[src/rtl/smm_pkg.sv]
// ============================================================================
// smm_pkg
// Shared types and constants for the square matrix multiplier.
// ============================================================================
package smm_pkg;

    // Default largest matrix side held in the operand memories
    localparam int SMM_MAX_DIM = 32;

    // Field widths fixed by the item format
    localparam int DATA_W = 32;
    localparam int IDX_W  = 5;
    localparam int CFG_W  = 3;

    // Side in use never exceeds 1 << 7, so a count of it fits in eight bits
    localparam int SIDE_W = 8;

    localparam logic [CFG_W-1:0] CFG_RESET = 3'd5;

    // Operation codes carried by a request item
    typedef enum logic [1:0] {
        OP_WRITE_A = 2'd0,
        OP_WRITE_B = 2'd1,
        OP_READ    = 2'd2,
        OP_NONE    = 2'd3
    } op_t;

    // Controller states
    typedef enum logic [1:0] {
        ST_IDLE,
        ST_RUN,
        ST_DRAIN,
        ST_DONE
    } state_t;

    // Controls from the sequencer to the multiply-accumulate unit
    typedef struct packed {
        logic clear;
        logic valid;
    } mac_ctl_t;

endpackage

[src/rtl/smm_mac.sv]
// ============================================================================
// smm_mac
// Multiply-accumulate unit: registered 32x32 product, then a wrapping
// 32-bit accumulate.
// ============================================================================
module smm_mac import smm_pkg::*; (
    input  logic              clk,
    input  logic              rst_n,
    input  mac_ctl_t          ctl,
    input  logic [DATA_W-1:0] a,
    input  logic [DATA_W-1:0] b,
    output logic [DATA_W-1:0] acc,
    output logic              busy
);

    logic [DATA_W-1:0] mul_reg;
    logic              mul_vld_reg;
    logic [DATA_W-1:0] acc_reg;
    logic [DATA_W-1:0] acc_next;

    // Low word of the product only; the sum wraps modulo 2^32
    always_ff @(posedge clk)
    begin
        mul_reg <= a * b;
    end

    always_ff @(posedge clk or negedge rst_n)
    begin
        if (!rst_n)
        begin
            mul_vld_reg <= 1'b0;
        end
        else
        begin
            mul_vld_reg <= ctl.valid;
        end
    end

    // Clear at the start of a read, add each product as it arrives
    always_comb
    begin
        acc_next = acc_reg;
        if (ctl.clear)
        begin
            acc_next = '0;
        end
        else if (mul_vld_reg)
        begin
            acc_next = acc_reg + mul_reg;
        end
    end

    always_ff @(posedge clk)
    begin
        acc_reg <= acc_next;
    end

    assign acc  = acc_reg;
    assign busy = ctl.valid || mul_vld_reg;

endmodule

[config.mk]
export PLATFORM = sky130hd
export DESIGN_NAME = smm_mac
export DESIGN_NICKNAME = d
export VERILOG_FILES = /design/src/rtl/smm_pkg.sv /design/src/rtl/smm_mac.sv
export SDC_FILE = /design/constraint.sdc
export NUM_CORES = 1
export LEC_CHECK = 0
export BUFFER_PORTS_ARGS = -buffer_cell sky130_fd_sc_hd__buf_2
export CAP_MARGIN = 10
export CORE_MARGIN = 2
export CORE_UTILIZATION = 50
export DETAILED_ROUTE_END_ITERATION = 6
export PLACE_DENSITY_LB_ADDON = 0.3
export SYNTH_ARGS = -nofsm -noshare
export SYNTH_HDL_FRONTEND = slang
export SYNTH_SLANG_ARGS = --single-unit
[constraint.sdc]
create_clock -name clk -period 2.9 [get_ports clk]
set_input_delay 0.29 -clock clk [delete_from_list [all_inputs] [get_ports clk]]
set_output_delay 0.29 -clock clk [all_outputs]
set_load 0.05 [all_outputs]
==> metrics.json <==
{
  "logic_synthesis": {
    "yosys.area.top_type": "sky130_fd_sc_hd__fa_1",
    "yosysSeqAreaShare": 0.0687,
    "post_synth_main_area_contributors": "sky130_fd_sc_hd__fa_1 (43%), sky130_fd_sc_hd__ha_1 (10%), sky130_fd_sc_hd__and2_1 (9.0%)",
    "ys_async_sr_fraction": 0.0154,
    "yosys.area.top_type_share": 0.431,
    "yosys_register_bits": 65,
    "synthMostInstantiatedCell": "sky130_fd_sc_hd__fa_1",
    "synth.yosys.warnings": 0,
    "post_synth_most_frequent_cells": "sky130_fd_sc_hd__fa_1 (409), sky130_fd_sc_hd__inv_1 (405), sky130_fd_sc_hd__nand2_1 (284)",
    "netlist_instances": 2094,
    "synth-edff-count": 0,
    "syn_area_um2": 19000,
    "synth_flop_cell": "sky130_fd_sc_hd__dfxtp_1",
    "synth_nets": 2725,
    "avgSynthCellArea_um2": 9.08,
    "synth.lib_cells_used.distinct": 62
  },
  "sta": {
    "final-setup-viol-count": 27,
    "worst_slew_margin_rel": 0.429,
    "holdWs_ps": 68.4,
    "final_period_demand_of_the_worst_path_ps": 6050,
    "achievable_clock_frequency_ghz": 0.165,
    "worstMarginPinSlew_ps": 856,
    "final.setup.worst_slack_ps": -3150,
    "period_share": 2.09,
    "clock_skew_after_layout_ps": 4.75,
    "finalSetupTns_ps": -65390,
    "finalHoldViolCount": 0,
    "setup_repair_after_global_routing_missed_its_margin": "true",
    "timing.final.max_slew_violations": 0
  },
  "placed_design": {
    "gpl.final_weighted_congestion": 0.907,
    "dp_hpwl_um": 42900,
    "port_buffers": 100
  },
  "critical_path": {
    "required_ps": 3170,
    "worst_setup_path_end_kind": "flop",
    "timing.critical_path.from_type": "input port",
    "worst-endpoint-arrival_ps": 6320,
    "worstPathMaxFanout": 4,
    "critPathKind": "input port to flop"
  },
  "clock_network": {
    "htree_levels": 3,
    "cts_made_buffers": 9,
    "clkSlewWorstSetupHoldPaths_ps": 50,
    "worstSkewPairLatency_ps": 340,
    "clock_tree.buffer_depth": 2,
    "cts_root_buffer": "sky130_fd_sc_hd__clkbuf_16",
    "tritoncts": "built",
    "clock_sink_count": 65
  },
  "floorplanning": {
    "die_area_um2": 39600,
    "boundaryPins": 101,
    "floorplan.die.width_um": 199,
    "placement_rows": 71,
    "initial_cell_density_of_the_core": 0.506,
    "y_dimension_of_the_die_um": 199,
    "core_region_area_um2": 37600
  },
  "run": {
    "drv_cap": 0
  },
  "detailed_routing": {
    "drt_first_pass_iters": 6,
    "drt_wl_total_um": 51000,
    "route.detailed.wl_per_inst_um": 17.6,
    "drt.antenna.violating_nets": 0,
    "dr_total_vias": 15100,
    "drtIter0Drc": 791,
    "drc": 0,
    "avgViaCountPerCell": 5.18
  },
  "final_layout": {
    "finish.net_count": 3018,
    "final_layout_size_suffix_gt1_frac": 0.253,
    "layout-area-overhead-vs-synth_pct": 25.9,
    "fillCellCount": 3074
  },
  "worst_hold_path": {
    "timing.hold.worst.class": "input port to flop"
  },
  "grt": {
    "globalRoute.totalOverflow": 0,
    "antenna_found_initial": 1,
    "grt_first_pass_wirelength_um": 82900,
    "grt_util_all_layers": 0.272,
    "via_count_of_the_first_global_routing_pass": 16300,
    "maximum_number_of_pins_on_one_net_before_global_route_repair": 52
  },
  "outcome": {
    "violations_in_the_final_reports": "negative setup slack",
    "status": "finished, violations left"
  }
}
-- critical path, stage by stage --
cell	delay (ps)
sky130_fd_sc_hd__buf_6	100
sky130_fd_sc_hd__bufbuf_16	250
sky130_fd_sc_hd__nand2_1	70
sky130_fd_sc_hd__fa_1	510
sky130_fd_sc_hd__fa_1	540
sky130_fd_sc_hd__fa_1	580
sky130_fd_sc_hd__fa_1	450
sky130_fd_sc_hd__fa_1	640
sky130_fd_sc_hd__fa_1	450
sky130_fd_sc_hd__fa_1	460
sky130_fd_sc_hd__fa_1	530
sky130_fd_sc_hd__inv_1	50
sky130_fd_sc_hd__ha_1	180
sky130_fd_sc_hd__a21o_1	200
sky130_fd_sc_hd__a21o_1	160
sky130_fd_sc_hd__a21oi_2	180
sky130_fd_sc_hd__nand2b_1	80
sky130_fd_sc_hd__a211o_1	270
sky130_fd_sc_hd__a31oi_1	200
sky130_fd_sc_hd__xnor2_1	130
-- kinds of logic (layout without fill, tap and decap cells) --
logic type,Yosys count,after routing,synth area share
flops,65,65,0.0687
compound gates,166,166,0.0612
buf+inv,502,800,0.0991
simple gates,669,669,0.178
other cells,0,1,0
fa+ha+maj,563,563,0.532
mux,19,19,0.0100
xor+xnor,110,110,0.0507
-- worst paths after layout --
kind	from	endpoint	slack [ps]	depth (start not counted)
max	a[17]	mul_reg[31]$_DFF_P_	-3150	20
min in group asynchronous	rst_n	mul_vld_reg$_DFF_PN0_	260	2
min reg2reg	acc[1]$_SDFFE_PP0P_	acc[1]$_SDFFE_PP0P_	500	2
max reg2reg	acc[2]$_SDFFE_PP0P_	acc[31]$_SDFFE_PP0P_	120	11
max in group asynchronous	rst_n	mul_vld_reg$_DFF_PN0_	2550	2
min	ctl[0]	mul_vld_reg$_DFF_PN0_	70	1
-- cell usage in the layout, fill, tap and decap left out, types with 6 or more instances in the layout --
cell type and n:
sky130_fd_sc_hd__inv_2 29, sky130_fd_sc_hd__fa_2 47, sky130_fd_sc_hd__nand2b_1 14, sky130_fd_sc_hd__o21ai_1 7
sky130_fd_sc_hd__and2_4 27, sky130_fd_sc_hd__nor2_1 40, sky130_fd_sc_hd__buf_8 14, sky130_fd_sc_hd__buf_12 21
sky130_fd_sc_hd__nor3b_1 6, sky130_fd_sc_hd__buf_2 67, sky130_fd_sc_hd__buf_6 59, sky130_fd_sc_hd__ha_4 39
sky130_fd_sc_hd__fa_1 362, sky130_fd_sc_hd__a21oi_1 25, sky130_fd_sc_hd__clkbuf_16 9, sky130_fd_sc_hd__o21ai_0 12
sky130_fd_sc_hd__nand2_1 279, sky130_fd_sc_hd__xor2_1 21, sky130_fd_sc_hd__o21bai_1 7, sky130_fd_sc_hd__a31oi_1 8
sky130_fd_sc_hd__buf_4 212, sky130_fd_sc_hd__and2_1 246, sky130_fd_sc_hd__mux2i_1 19, sky130_fd_sc_hd__nand3_1 8
sky130_fd_sc_hd__a21oi_2 17, sky130_fd_sc_hd__xnor2_1 81, sky130_fd_sc_hd__inv_1 376, sky130_fd_sc_hd__a21o_1 34
sky130_fd_sc_hd__dfxtp_1 62, sky130_fd_sc_hd__nand4_1 6, sky130_fd_sc_hd__xnor2_2 8, sky130_fd_sc_hd__ha_1 114
-- metal layers --
metal,vias up,track usage,routed length (um)
li1,6870,-,-
met4,0,0.128,2600
met3,122,0.0280,2310
met5,-,0,0
met2,455,0.481,25900
met1,7604,0.333,20200
-- per-stage QoR --
stage                     cell area (um^2)   util  worst slack [ps]  instances
after floorplan                      19500      -             -3380       2094
after global placement               22000  0.584             -3710       2829
after detailed placement             22000  0.584             -3780       2829
after CTS                            23600  0.628             -3140       2890
after global routing                 23900  0.637             -3370       2904
final                                23900  0.637             -3150       2904
-- cell type report --
class	instances	area [um^2]	share of cell area
multi-input combinational	1527	16800	0.702
timing repair buffer	379	3360	0.140
inverter	405	1520	0.0635
sequential	65	1310	0.0547
tap	511	639	0.0267
clock buffer	14	274	0.0114
clock inverter	2	35.0	0.00146
antenna	1	2.50	0.000104
-- what timing repair did --
action	CTS	global route
cloned	5	0
hold endpoints to repair	1	0
gates resized for setup	251	67
hold buffers	1	0
pin swaps	158	96
setup buffers	44	17
endpoints found under the setup margin	28	33
Power is not shown: default switching activity piles up to over one toggle a cycle in this logic, so the estimate is an artifact.
